## src/design/arpc_pkg.sv

```systemverilog
`timescale 1ns / 1ps
// ----------------------------------------------------------------------------
// arpc_pkg
// Shared types and constants for the ARP cache table with aging.
// ----------------------------------------------------------------------------
package arpc_pkg;

    localparam int ENTRIES = 16;
    localparam int IDX_W   = (ENTRIES > 1) ? $clog2(ENTRIES) : 1;
    localparam int IP_W    = 32;
    localparam int MAC_W   = 48;
    localparam int AGE_W   = 4;
    localparam int CNT_W   = 5;

    localparam logic [AGE_W-1:0] AGE_LIMIT_RST = 4'd9;

    // item function codes
    localparam logic [1:0] FUNC_UPDATE = 2'd0;
    localparam logic [1:0] FUNC_QUERY  = 2'd1;
    localparam logic [1:0] FUNC_TICK   = 2'd2;

    // result status codes
    localparam logic [2:0] ST_RESOLVED = 3'd0;
    localparam logic [2:0] ST_PENDING  = 3'd1;
    localparam logic [2:0] ST_UPDATED  = 3'd2;
    localparam logic [2:0] ST_ADDED    = 3'd3;
    localparam logic [2:0] ST_FULL     = 3'd4;
    localparam logic [2:0] ST_TICK     = 3'd5;

    typedef struct packed {
        logic [1:0]       func;
        logic [IP_W-1:0]  ip_addr;
        logic [MAC_W-1:0] mac_in;
    } t_arp_in;

    typedef struct packed {
        logic [2:0]       status;
        logic [MAC_W-1:0] mac_out;
        logic [CNT_W-1:0] removed_count;
    } t_arp_out;

    // controller to datapath
    typedef struct packed {
        logic load;
        logic scan_step;
        logic apply;
        logic tick_step;
        logic emit;
    } t_arpc_cmd;

    // datapath to controller
    typedef struct packed {
        logic idx_last;
        logic out_free;
    } t_arpc_sts;

endpackage

```

## src/design/arpc_ram.sv

```systemverilog
`timescale 1ns / 1ps
// ----------------------------------------------------------------------------
// arpc_ram
// Generic single-write, single-read RAM with registered read data.
// ----------------------------------------------------------------------------
module arpc_ram #(
    parameter int WIDTH = 32,
    parameter int DEPTH = 16
) (
    input  logic                                   i_clk,
    input  logic                                   i_we,
    input  logic [((DEPTH > 1) ? $clog2(DEPTH) : 1)-1:0] i_waddr,
    input  logic [WIDTH-1:0]                       i_wdata,
    input  logic                                   i_re,
    input  logic [((DEPTH > 1) ? $clog2(DEPTH) : 1)-1:0] i_raddr,
    output logic [WIDTH-1:0]                       o_rdata
);

    logic [WIDTH-1:0] r_mem [DEPTH];
    logic [WIDTH-1:0] r_rdata;

    always_ff @(posedge i_clk) begin
        if (i_we) begin
            r_mem[i_waddr] <= i_wdata;
        end
        if (i_re) begin
            r_rdata <= r_mem[i_raddr];
        end
    end

    assign o_rdata = r_rdata;

endmodule

```

## src/design/arpc_ctrl.sv

```systemverilog
`timescale 1ns / 1ps
// ----------------------------------------------------------------------------
// arpc_ctrl
// Sequencer for the table: scan, apply, aging sweep and result hand-off.
// ----------------------------------------------------------------------------
module arpc_ctrl
    import arpc_pkg::*;
(
    input  logic       i_clk,
    input  logic       i_rst_n,
    input  logic       i_in_valid,
    input  logic [1:0] i_in_func,
    input  t_arpc_sts  i_sts,
    output logic       o_in_ready,
    output t_arpc_cmd  o_cmd
);

    typedef enum logic [2:0] {
        S_IDLE,
        S_SCAN,
        S_DRAIN,
        S_APPLY,
        S_TICK,
        S_EMIT
    } t_state;

    t_state    r_state;
    t_state    n_state;
    t_arpc_cmd n_cmd;
    logic      accept;

    assign o_in_ready = (r_state == S_IDLE);
    assign accept     = i_in_valid && o_in_ready;

    always_comb begin
        n_state = r_state;
        n_cmd   = '0;
        case (r_state)
            S_IDLE: begin
                if (accept) begin
                    n_cmd.load = 1'b1;
                    if (i_in_func == FUNC_UPDATE || i_in_func == FUNC_QUERY) begin
                        n_state = S_SCAN;
                    end else if (i_in_func == FUNC_TICK) begin
                        n_state = S_TICK;
                    end
                end
            end
            S_SCAN: begin
                n_cmd.scan_step = 1'b1;
                if (i_sts.idx_last) begin
                    n_state = S_DRAIN;
                end
            end
            // last address compare lands here
            S_DRAIN: begin
                n_state = S_APPLY;
            end
            S_APPLY: begin
                n_cmd.apply = 1'b1;
                n_state     = S_EMIT;
            end
            S_TICK: begin
                n_cmd.tick_step = 1'b1;
                if (i_sts.idx_last) begin
                    n_state = S_EMIT;
                end
            end
            S_EMIT: begin
                if (i_sts.out_free) begin
                    n_cmd.emit = 1'b1;
                    n_state    = S_IDLE;
                end
            end
            default: begin
                n_state = S_IDLE;
            end
        endcase
    end

    always_ff @(posedge i_clk) begin
        if (!i_rst_n) begin
            r_state <= S_IDLE;
        end else begin
            r_state <= n_state;
        end
    end

    assign o_cmd = n_cmd;

endmodule

```

## src/design/arpc_dp.sv

```systemverilog
`timescale 1ns / 1ps
// ----------------------------------------------------------------------------
// arpc_dp
// Table storage, scan compare, entry update, aging and output register.
// ----------------------------------------------------------------------------
module arpc_dp
    import arpc_pkg::*;
(
    input  logic             i_clk,
    input  logic             i_rst_n,
    input  t_arpc_cmd        i_cmd,
    output t_arpc_sts        o_sts,
    input  t_arp_in          i_in_data,
    input  logic             i_cfg_valid,
    input  logic [AGE_W-1:0] i_cfg_data,
    output logic             o_out_valid,
    input  logic             i_out_ready,
    output t_arp_out         o_out_data
);

    t_arp_in          r_item;
    logic [IDX_W-1:0] r_idx;
    logic             r_cmp_vld;
    logic [IDX_W-1:0] r_cmp_idx;
    logic             r_hit;
    logic [IDX_W-1:0] r_hit_idx;
    logic             r_free;
    logic [IDX_W-1:0] r_free_idx;
    logic [CNT_W-1:0] r_removed;
    logic [2:0]       r_status;
    logic             r_resolved;
    logic [AGE_W-1:0] r_age_limit;
    logic             r_out_valid;
    t_arp_out         r_out;

    logic             r_valid    [ENTRIES];
    logic             r_complete [ENTRIES];
    logic [AGE_W-1:0] r_age      [ENTRIES];

    logic [IP_W-1:0]  ip_rdata;
    logic [MAC_W-1:0] mac_rdata;
    logic             ip_we;
    logic             mac_we;
    logic [IDX_W-1:0] mac_waddr;
    logic [MAC_W-1:0] mac_wdata;
    logic             mac_re;
    logic             is_update;
    logic             need_mac;
    logic             cmp_match;
    logic             add_slot;
    logic [2:0]       apply_status;

    assign is_update = (r_item.func == FUNC_UPDATE);
    assign need_mac  = (r_item.func == FUNC_QUERY) && r_hit && r_complete[r_hit_idx];
    assign cmp_match = r_cmp_vld && !r_hit && r_valid[r_cmp_idx]
                       && (ip_rdata == r_item.ip_addr);
    assign add_slot  = !r_hit && r_free;

    assign ip_we     = i_cmd.apply && add_slot;
    assign mac_we    = i_cmd.apply && (r_hit ? is_update : r_free);
    assign mac_waddr = r_hit ? r_hit_idx : r_free_idx;
    assign mac_wdata = is_update ? r_item.mac_in : '0;
    assign mac_re    = i_cmd.apply && need_mac;

    always_comb begin
        if (r_hit) begin
            if (is_update) begin
                apply_status = ST_UPDATED;
            end else begin
                apply_status = r_complete[r_hit_idx] ? ST_RESOLVED : ST_PENDING;
            end
        end else if (r_free) begin
            apply_status = is_update ? ST_ADDED : ST_PENDING;
        end else begin
            apply_status = ST_FULL;
        end
    end

    arpc_ram #(
        .WIDTH (IP_W),
        .DEPTH (ENTRIES)
    ) u_ip_ram (
        .i_clk   (i_clk),
        .i_we    (ip_we),
        .i_waddr (r_free_idx),
        .i_wdata (r_item.ip_addr),
        .i_re    (i_cmd.scan_step),
        .i_raddr (r_idx),
        .o_rdata (ip_rdata)
    );

    arpc_ram #(
        .WIDTH (MAC_W),
        .DEPTH (ENTRIES)
    ) u_mac_ram (
        .i_clk   (i_clk),
        .i_we    (mac_we),
        .i_waddr (mac_waddr),
        .i_wdata (mac_wdata),
        .i_re    (mac_re),
        .i_raddr (r_hit_idx),
        .o_rdata (mac_rdata)
    );

    // control state and valid bits
    always_ff @(posedge i_clk) begin
        if (!i_rst_n) begin
            r_idx       <= '0;
            r_cmp_vld   <= 1'b0;
            r_hit       <= 1'b0;
            r_free      <= 1'b0;
            r_removed   <= '0;
            r_resolved  <= 1'b0;
            r_age_limit <= AGE_LIMIT_RST;
            r_out_valid <= 1'b0;
            for (int i = 0; i < ENTRIES; i++) begin
                r_valid[i] <= 1'b0;
            end
        end else begin
            r_cmp_vld <= i_cmd.scan_step;
            if (i_cfg_valid) begin
                r_age_limit <= i_cfg_data;
            end
            if (i_cmd.load) begin
                r_idx      <= '0;
                r_hit      <= 1'b0;
                r_free     <= 1'b0;
                r_removed  <= '0;
                r_resolved <= 1'b0;
            end
            if (i_cmd.scan_step) begin
                r_idx <= r_idx + 1'b1;
                // lowest free slot
                if (!r_free && !r_valid[r_idx]) begin
                    r_free <= 1'b1;
                end
            end
            if (cmp_match) begin
                r_hit <= 1'b1;
            end
            if (i_cmd.apply) begin
                r_resolved <= need_mac;
                if (add_slot) begin
                    r_valid[r_free_idx] <= 1'b1;
                end
            end
            if (i_cmd.tick_step) begin
                r_idx <= r_idx + 1'b1;
                if (r_valid[r_idx] && (r_age[r_idx] >= r_age_limit)) begin
                    r_valid[r_idx] <= 1'b0;
                    if (!(&r_removed)) begin
                        r_removed <= r_removed + 1'b1;
                    end
                end
            end
            if (i_cmd.emit) begin
                r_out_valid <= 1'b1;
            end else if (i_out_ready) begin
                r_out_valid <= 1'b0;
            end
        end
    end

    // payload
    always_ff @(posedge i_clk) begin
        if (i_cmd.load) begin
            r_item   <= i_in_data;
            r_status <= ST_TICK;
        end
        if (i_cmd.scan_step) begin
            r_cmp_idx <= r_idx;
            if (!r_free && !r_valid[r_idx]) begin
                r_free_idx <= r_idx;
            end
        end
        if (cmp_match) begin
            r_hit_idx <= r_cmp_idx;
        end
        if (i_cmd.apply) begin
            r_status <= apply_status;
            if (r_hit && is_update) begin
                r_age[r_hit_idx]      <= '0;
                r_complete[r_hit_idx] <= 1'b1;
            end else if (add_slot) begin
                r_age[r_free_idx]      <= '0;
                r_complete[r_free_idx] <= is_update;
            end
        end
        if (i_cmd.tick_step && r_valid[r_idx] && (r_age[r_idx] < r_age_limit)) begin
            r_age[r_idx] <= r_age[r_idx] + 1'b1;
        end
        if (i_cmd.emit) begin
            r_out.status        <= r_status;
            r_out.mac_out       <= r_resolved ? mac_rdata : '0;
            r_out.removed_count <= r_removed;
        end
    end

    assign o_sts.idx_last = (r_idx == IDX_W'(ENTRIES - 1));
    assign o_sts.out_free = !r_out_valid || i_out_ready;
    assign o_out_valid    = r_out_valid;
    assign o_out_data     = r_out;

    a_emit_free: assert property (@(posedge i_clk) disable iff (!i_rst_n)
        i_cmd.emit |-> (!r_out_valid || i_out_ready))
        else $error("result loaded over an untaken one");

    a_hit_not_free: assert property (@(posedge i_clk) disable iff (!i_rst_n)
        (i_cmd.apply && r_hit && r_free) |-> (r_hit_idx != r_free_idx))
        else $error("hit slot also seen as free");

    a_removed_mono: assert property (@(posedge i_clk) disable iff (!i_rst_n)
        (i_cmd.tick_step && !i_cmd.load) |=> (r_removed >= $past(r_removed)))
        else $error("removal count went backward");

    a_removed_tick: assert property (@(posedge i_clk) disable iff (!i_rst_n)
        (r_out_valid && (r_out.removed_count != '0)) |-> (r_out.status == ST_TICK))
        else $error("removals reported on a non-tick result");

endmodule

```

## src/design/arp_cache_table_top.sv

```systemverilog
`timescale 1ns / 1ps
// ----------------------------------------------------------------------------
// arp_cache_table_top
// ARP cache table with aging: IPv4 to MAC lookup, update and aging sweep.
// ----------------------------------------------------------------------------
// One item is worked at a time. An update or query scans the table one slot
// per cycle through the single read port of the address RAM, then passes
// through a drain state for the last compare, an apply state and an emit
// state that loads the output register. An aging tick sweeps one slot per
// cycle, then loads the output register in the emit state. A result waiting
// in the output register does not hold up the next item's work, only the
// moment its own result is loaded. An item with the unused function code is
// taken and dropped with no result. The age limit register may be written
// in any cycle while the block is idle.
// ----------------------------------------------------------------------------
module arp_cache_table_top
    import arpc_pkg::*;
(
    input  logic             i_clk,
    input  logic             i_rst_n,
    input  logic             i_in_valid,
    output logic             o_in_ready,
    input  t_arp_in          i_in_data,
    output logic             o_out_valid,
    input  logic             i_out_ready,
    output t_arp_out         o_out_data,
    input  logic             i_cfg_valid,
    output logic             o_cfg_ready,
    input  logic [AGE_W-1:0] i_cfg_data
);

    t_arpc_cmd cmd;
    t_arpc_sts sts;

    assign o_cfg_ready = 1'b1;

    arpc_ctrl u_ctrl (
        .i_clk      (i_clk),
        .i_rst_n    (i_rst_n),
        .i_in_valid (i_in_valid),
        .i_in_func  (i_in_data.func),
        .i_sts      (sts),
        .o_in_ready (o_in_ready),
        .o_cmd      (cmd)
    );

    arpc_dp u_dp (
        .i_clk       (i_clk),
        .i_rst_n     (i_rst_n),
        .i_cmd       (cmd),
        .o_sts       (sts),
        .i_in_data   (i_in_data),
        .i_cfg_valid (i_cfg_valid),
        .i_cfg_data  (i_cfg_data),
        .o_out_valid (o_out_valid),
        .i_out_ready (i_out_ready),
        .o_out_data  (o_out_data)
    );

endmodule

```

## config.mk

```make
export PLATFORM = sky130hd
export DESIGN_NAME = arp_cache_table_top
export DESIGN_NICKNAME = d
export VERILOG_FILES = /design/src/design/arpc_pkg.sv /design/src/design/arpc_ram.sv /design/src/design/arpc_ctrl.sv /design/src/design/arpc_dp.sv /design/src/design/arp_cache_table_top.sv
export SDC_FILE = /design/constraint.sdc
export NUM_CORES = 1
export LEC_CHECK = 0
export ABC_AREA = 1
export CORE_MARGIN = 10
export CORE_UTILIZATION = 47
export CTS_CLUSTER_DIAMETER = 60
export DETAILED_ROUTE_END_ITERATION = 10
export DONT_BUFFER_PORTS = 1
export HOLD_SLACK_MARGIN = 0.1
export PLACE_DENSITY = 0.6
export SYNTH_ARGS = -nofsm -noshare
export SYNTH_HDL_FRONTEND = slang
export SYNTH_SLANG_ARGS = --single-unit
export TNS_END_PERCENT = 1
```

## constraint.sdc

```tcl
create_clock -name i_clk -period 5.5 [get_ports i_clk]
set_input_delay 0.275 -clock i_clk [delete_from_list [all_inputs] [get_ports i_clk]]
set_output_delay 0.275 -clock i_clk [all_outputs]
set_load 0.05 [all_outputs]
```

==> results of run 1 <==
==> worst max-delay path, cell delays in order (launching register included) <==
cell and delay (ns):
dfxtp_1 0.69, inv_1 0.44, o21ai_0 0.18, o22ai_1 0.09, o211ai_1 0.18, nand2_1 0.14
ha_1 0.31, inv_1 0.06, nor2_1 0.03, o21ai_0 0.25, nand4_2 0.42, o21ai_0 0.24
o21ai_2 0.12, inv_1 0.17, nand3_1 0.18, nor2_1 0.37
==> area by class of cell <==
class | count | share of cell area
Inverter | 230 | 0.0121
Antenna cell | 2 | 0.0000683
Clock buffer | 216 | 0.0623
Clock inverter | 101 | 0.0147
Sequential cell | 1642 | 0.666
Multi-Input combinational cell | 2618 | 0.182
Tap cell | 1781 | 0.0304
Timing Repair Buffer | 231 | 0.0317
==> state kept, by name, indices dropped and copies added, names as in the netlist, 3 cells and up, named ones only <==
| name | count |
|---|---|
| u_ctrl.r_state | 3 |
| u_dp.o_out_data | 56 |
| u_dp.r_age | 64 |
| u_dp.r_age_limit | 4 |
| u_dp.r_cmp_idx | 4 |
| u_dp.r_complete | 16 |
| u_dp.r_free_idx | 4 |
| u_dp.r_hit_idx | 4 |
| u_dp.r_idx | 4 |
| u_dp.r_item | 82 |
| u_dp.r_removed | 5 |
| u_dp.r_status | 3 |
| u_dp.r_valid | 16 |
| u_dp.u_ip_ram.o_rdata | 32 |
| u_dp.u_ip_ram.r_mem | 512 |
| u_dp.u_mac_ram.o_rdata | 48 |
| u_dp.u_mac_ram.r_mem | 768 |
==> stage by stage <==
step	cells	instance area [um^2]	util	hold WS, ns
3_3_place_gp	6342	66000	0.488	0.368
6_report	6821	73300	0.542	0.154
3_5_place_dp	6342	66000	0.488	0.372
2_1_floorplan	4791	63900	-	0.374
5_1_grt	6820	73300	0.542	0.121
4_1_cts	6819	73300	0.542	0.101
==> logic make-up after synthesis <==
kind of cell               after synthesis
AOI/OAI and AO/OA                     1179
xor gates and xnor gates                15
adders and majority gates                8
buffers and inverters                  531
DFF                                   1642
muxes                                    4
other                                    1
and+or+nand+nor                       1411
==> report_power, final <==
group / switching, uW / total [uW] / leakage [uW] / internal [uW]
logic: 2180 / 2960 / 0.00668 / 776
registers: 666 / 15300 / 0.0149 / 14600
clock network: 4830 / 11600 / 0.00273 / 6720
total: 7680 / 29800 / 0.0243 / 22100
==> repair_timing <==
item                      in CTS  in global routing
resized for setup              0                  0
hold buffers                 160                  0
hold endpoints to repair     131                  0
buffers inserted               0                  0
==> cell usage after synthesis, drive strengths merged, types with 3 or more instances <==
master,instances,share of area
or2,13,0.0013
nor3,11,0.00094
dfxtp,49,0.015
xor2,10,0.0014
o221ai,198,0.027
edfxtp,1593,0.75
xnor2,5,0.00068
a21oi,26,0.0020
o21ai,722,0.057
o21bai,4,0.00047
ha,8,0.0016
buf,35,0.0027
nor3b,4,0.00047
o211ai,81,0.0095
clkbuf,266,0.016
nand4,17,0.0020
nor4,7,0.00068
clkinv,5,0.00029
o22ai,140,0.014
nand2,348,0.021
nor2,844,0.050
nand3,164,0.013
mux2i,4,0.00063
inv,225,0.013
a31oi,3,0.00029
==> worst paths after layout <==
kind,from,slack (ns),cells past startpoint,to
worst max-delay path,flop,1.27,15,u_dp.r_age[7][0]
worst min-delay path,i_in_data[16],0.15,1,u_dp.r_item[16]
worst max register to register,flop,1.27,15,u_dp.r_age[7][0]
worst min register to register,u_dp.r_cmp_idx[0],0.44,0,u_dp.r_hit_idx[0]
==> metal layers <==
layer / vias up / GRT usage / part of all wire
li1: 17961 / - / -
met1: 19817 / 0.310 / 0.45
met2: 1583 / 0.318 / 0.45
met3: 235 / 0.0389 / 0.078
met4: 4 / 0.0571 / 0.021
met5: - / 0 / 0.00012
==> impl_metrics.tcl, run 1 <==
set metrics [dict create \
    status "finished, final reports clean" \
    synth-compound-area-share 0.111 \
    cellLeakagePower_uw 0.0243 \
    slew_violations 0 \
    drcViolationCount 0 \
    vdd_drop_max_mv 0.287 \
    cts-root-buf "clkbuf_16" \
    finClkSkew_ns 0.0265 \
    area_growth_pct 14.6 \
    synth_top_family_by_area "compound AO/OA/AOI/OAI gates" \
    drive_gt1_frac 0.0822 \
    cp.required_ns 5.95 \
    synth_area_mm2 0.0639 \
    synth_xor_xnor_area_share 0.00205 \
    wl_mm 162 \
    drtAntennaViolNets 0 \
    mostFrequentLayoutCells "edfxtp_1 (1593), nor2_1 (803), o21ai_0 (702), nand2_1 (342), inv_1 (212)" \
    cts.sinks 1642 \
    cts_tree "built" \
    synthArstFlopShare 0 \
    critPathKind "flop to flop" \
    crit_fanout 21 \
    first_pass_iters 6 \
    finalHoldViolCount 0 \
    cts_max_path_buffers 3 \
    final_common_cell "edfxtp_1" \
    grt_usage 0.210 \
    max_freq_ghz 0.237 \
    ys_ff_latch 1642 \
    power_density_mw_per_mm2 407 \
    nFillCells 10975 \
    tns_ns 0 \
    synth_fa_ha_area_frac 0.00157 \
    cts_max_level 4 \
    post_drt_via_cell_ratio 5.81 \
    ys_seq_area_frac 0.763 \
    gr-total-overflow 0 \
    dp_slack_ns 1.30 \
    tightest_slew_ns 1.37 \
    fin_ws_ns 1.27 \
    antenna_found_initial 5 \
    crit_arrival_ns 4.67 \
    via_count 39600 \
    grt_start_max_net_pins 226 \
    drv_cap 0 \
    synth_cells 4791 \
    multiInputGateArea_mm2 0.0134 \
    routabilityCongestion 0.849 \
    rows 135 \
    finalSetupViolCount 0 \
    synth-edff-count 1593 \
    ys.flop_type "edfxtp_1" \
    dpl.hpwl_mm 82.5 \
    worst_setup_path_start_kind "flop" \
    io_buffers 0 \
    slew_headroom 0.0874 \
    path_clk_slew_ns 0.06 \
    synth_simple_gate_area_share 0.0896 \
    synth.distinct_cells 50 \
    core_mm2 0.135 \
    ios 150 \
    post-route-min-period_ns 4.23 \
    final_nets 4994 \
    crit_path_end_kind "flop" \
    synth_mux_area_frac 0.000626 \
    rsz0062_at_grt "no" \
    die_w_um 389 \
    yosysWarnings 0 \
    wl_per_cell_um 23.8 \
    clock_latency_ns 0.81 \
    fin_crit_sh 0.769 \
    regArea_mm2 0.0488 \
    grt_pass1_vias 38058 \
    finalPower_uw 29800 \
    drtIter0Drc 4251 \
    die_h_um 389 \
    hold_class "input pin to flop" \
    grt_pass1_wl_mm 244 \
    synth_nets 4890 \
    numCtsBuffers 172 \
    initial_core_util 0.473 \
    postSynthAreaPerCell_um2 13.3 \
    dieArea_mm2 0.151 \
]
No activity file was read; power rests on OpenSTA's default activity.
==> run 2: changes to the inputs <==
--- a/config.mk
+++ b/config.mk
@@ -12,7 +12,7 @@
 export DETAILED_ROUTE_END_ITERATION = 10
 export DONT_BUFFER_PORTS = 1
 export HOLD_SLACK_MARGIN = 0.1
-export PLACE_DENSITY = 0.6
+export PLACE_DENSITY = 0.62
 export SYNTH_ARGS = -nofsm -noshare
 export SYNTH_HDL_FRONTEND = slang
 export SYNTH_SLANG_ARGS = --single-unit
==> constraint.sdc (replaced) <==
create_clock -name i_clk -period 3.6 [get_ports i_clk]
set_input_delay 0.18 -clock i_clk [delete_from_list [all_inputs] [get_ports i_clk]]
set_output_delay 0.18 -clock i_clk [all_outputs]
set_load 0.05 [all_outputs]
==> run 2 against run 1 <==
Net effect: register-to-register slack got worse by 1.0 ns; flip-flop and latch count did not move; non-clock buffer count rose by 78; combinational power increased by 66%.
==> impl_metrics.tcl, run 2 (synthesis results as in run 1) <==
set metrics [dict create \
    largest_reg_flops 768 \
    die_h_um 389 \
    area_growth_pct 16.0 \
    numCtsBuffers 173 \
    fin_crit_sh 0.936 \
    max_freq_ghz 0.297 \
    rsz0062_at_grt "yes" \
    rows 135 \
    routabilityCongestion 0.823 \
    drcViolationCount 0 \
    antenna_found_initial 3 \
    cts-root-buf "clkbuf_16" \
    tns_ns 0 \
    vdd_drop_max_mv 0.402 \
    slew_headroom 0.183 \
    ios 150 \
    path_cells "clkinvlp_4 > buf_4 > o21ai_0 > o221ai_1 > o211ai_1 > nand2_1 > ha_1 > a21oi_2 > nand4_4 > o21ai_0 > o21ai_2 > inv_1 > nand3_1 > nor2_2" \
    first_pass_iters 6 \
    drv_cap 0 \
    core_mm2 0.135 \
    grt_pass1_wl_mm 245 \
    cts_tree "built" \
    tightest_slew_ns 1.23 \
    worstHoldPathCells 3 \
    fin_ws_ns 0.229 \
    finClkSkew_ns 0.0377 \
    dp_slack_ns -0.212 \
    finalSetupViolCount 0 \
    drive_gt1_frac 0.0971 \
    grt_start_max_net_pins 199 \
    slew_violations 0 \
    r2r_cells 14 \
    largest-register "u_dp.u_mac_ram.r_mem" \
    cpPeakStageDelay_ns 0.37 \
    io_buffers 0 \
    die_w_um 389 \
    dieArea_mm2 0.151 \
    cellLeakagePower_uw 0.0248 \
    wl_per_cell_um 23.7 \
    wl_mm 164 \
    gr-total-overflow 0 \
    cts.sinks 1642 \
    dpl.hpwl_mm 83.9 \
    whs_ns 0.174 \
    drtIter0Drc 4285 \
    drtAntennaViolNets 0 \
    initial_core_util 0.473 \
    crit_path_end_kind "flop" \
    final_common_cell "edfxtp_1" \
    crit_top_cell "o21ai_0" \
    cp.required_ns 4.06 \
    finalPower_uw 45600 \
    cts_max_level 4 \
    grt_pass1_vias 38673 \
    top_regs "u_dp.u_mac_ram.r_mem x768, u_dp.u_ip_ram.r_mem x512, u_dp.r_item x82" \
    status "finished, final reports clean" \
    crit_arrival_ns 3.83 \
    clock_latency_ns 0.81 \
    cts_max_path_buffers 3 \
    power_density_mw_per_mm2 615 \
    final_nets 5074 \
    post-route-min-period_ns 3.37 \
    crit_fanout 15 \
    worst_setup_path_start_kind "flop" \
    via_count 40038 \
    critPathKind "flop to flop" \
    finalHoldViolCount 0 \
    slowest_stage "dfxtp_1" \
    post_drt_via_cell_ratio 5.80 \
    mostFrequentLayoutCells "edfxtp_1 (1593), nor2_1 (794), o21ai_0 (701), nand2_1 (342), inv_1 (210)" \
    grt_usage 0.212 \
    path_clk_slew_ns 0.06 \
    hold_class "input pin to flop" \
]
-- run 2: area by class of cell --
class	instances	area, um^2
clock buffers	207	4540
well taps	1781	2230
inverters	230	890
clock inverters	110	1040
repair buffers	309	3230
flip-flops and latches	1642	48800
fillers	10897	61100
diodes	1	2.50
multi-input cells	2619	13400
-- run 2: layer usage --
| metal | track usage | wire length (um) | part of all wire |
|---|---|---|---|
| met1 | 0.309 | 72900 | 0.45 |
| met2 | 0.320 | 73800 | 0.45 |
| met3 | 0.0425 | 13200 | 0.080 |
| met4 | 0.0644 | 3760 | 0.023 |
| met5 | 0 | 21 | 0.00013 |
-- run 2: worst paths after layout --
check	start	slack, ns	endpoint
min	i_cfg_data[2]	0.17	u_dp.r_age_limit[2]
max reg2reg	flop	0.23	u_dp.r_age[1][1]
min reg2reg	u_dp.r_status[1]	0.42	u_dp.o_out_data[54]
max	flop	0.23	u_dp.r_age[1][1]
-- run 2: report_power, final --
| group | internal, uW | total (uW) | leakage (uW) | switching (uW) |
|---|---|---|---|---|
| combinational | 1310 | 4900 | 0.00715 | 3590 |
| sequential | 22400 | 23200 | 0.0149 | 844 |
| clock | 10100 | 17500 | 0.00274 | 7390 |
-- run 2: critical path: cells and delay by family, from the launching register on --
family | cells | cell delay [ns]
DFF | 1 | 0.37
buffers and inverters | 3 | 0.65
and+or+nand+nor | 4 | 0.76
AOI/OAI and AO/OA | 6 | 0.95
adders and majority gates | 1 | 0.32
-- run 2: what timing repair did --
action / 4_1_cts / 5_1_grt
pin swaps: 0 / 1
hold endpoints to repair: 146 / 0
setup buffers: 0 / 2
cloned: 0 / 1
hold buffers: 176 / 0
gates resized for setup: 8 / 17
setup endpoints to repair: 52 / 64
-- run 2: stage by stage --
step / cell area [um^2] / util / std cells
4_1_cts: 74100 / 0.548 / 6895
6_report: 74200 / 0.548 / 6899
2_1_floorplan: 63900 / - / 4791
3_3_place_gp: 66700 / 0.493 / 6402
5_1_grt: 74200 / 0.548 / 6899
3_5_place_dp: 66700 / 0.493 / 6402
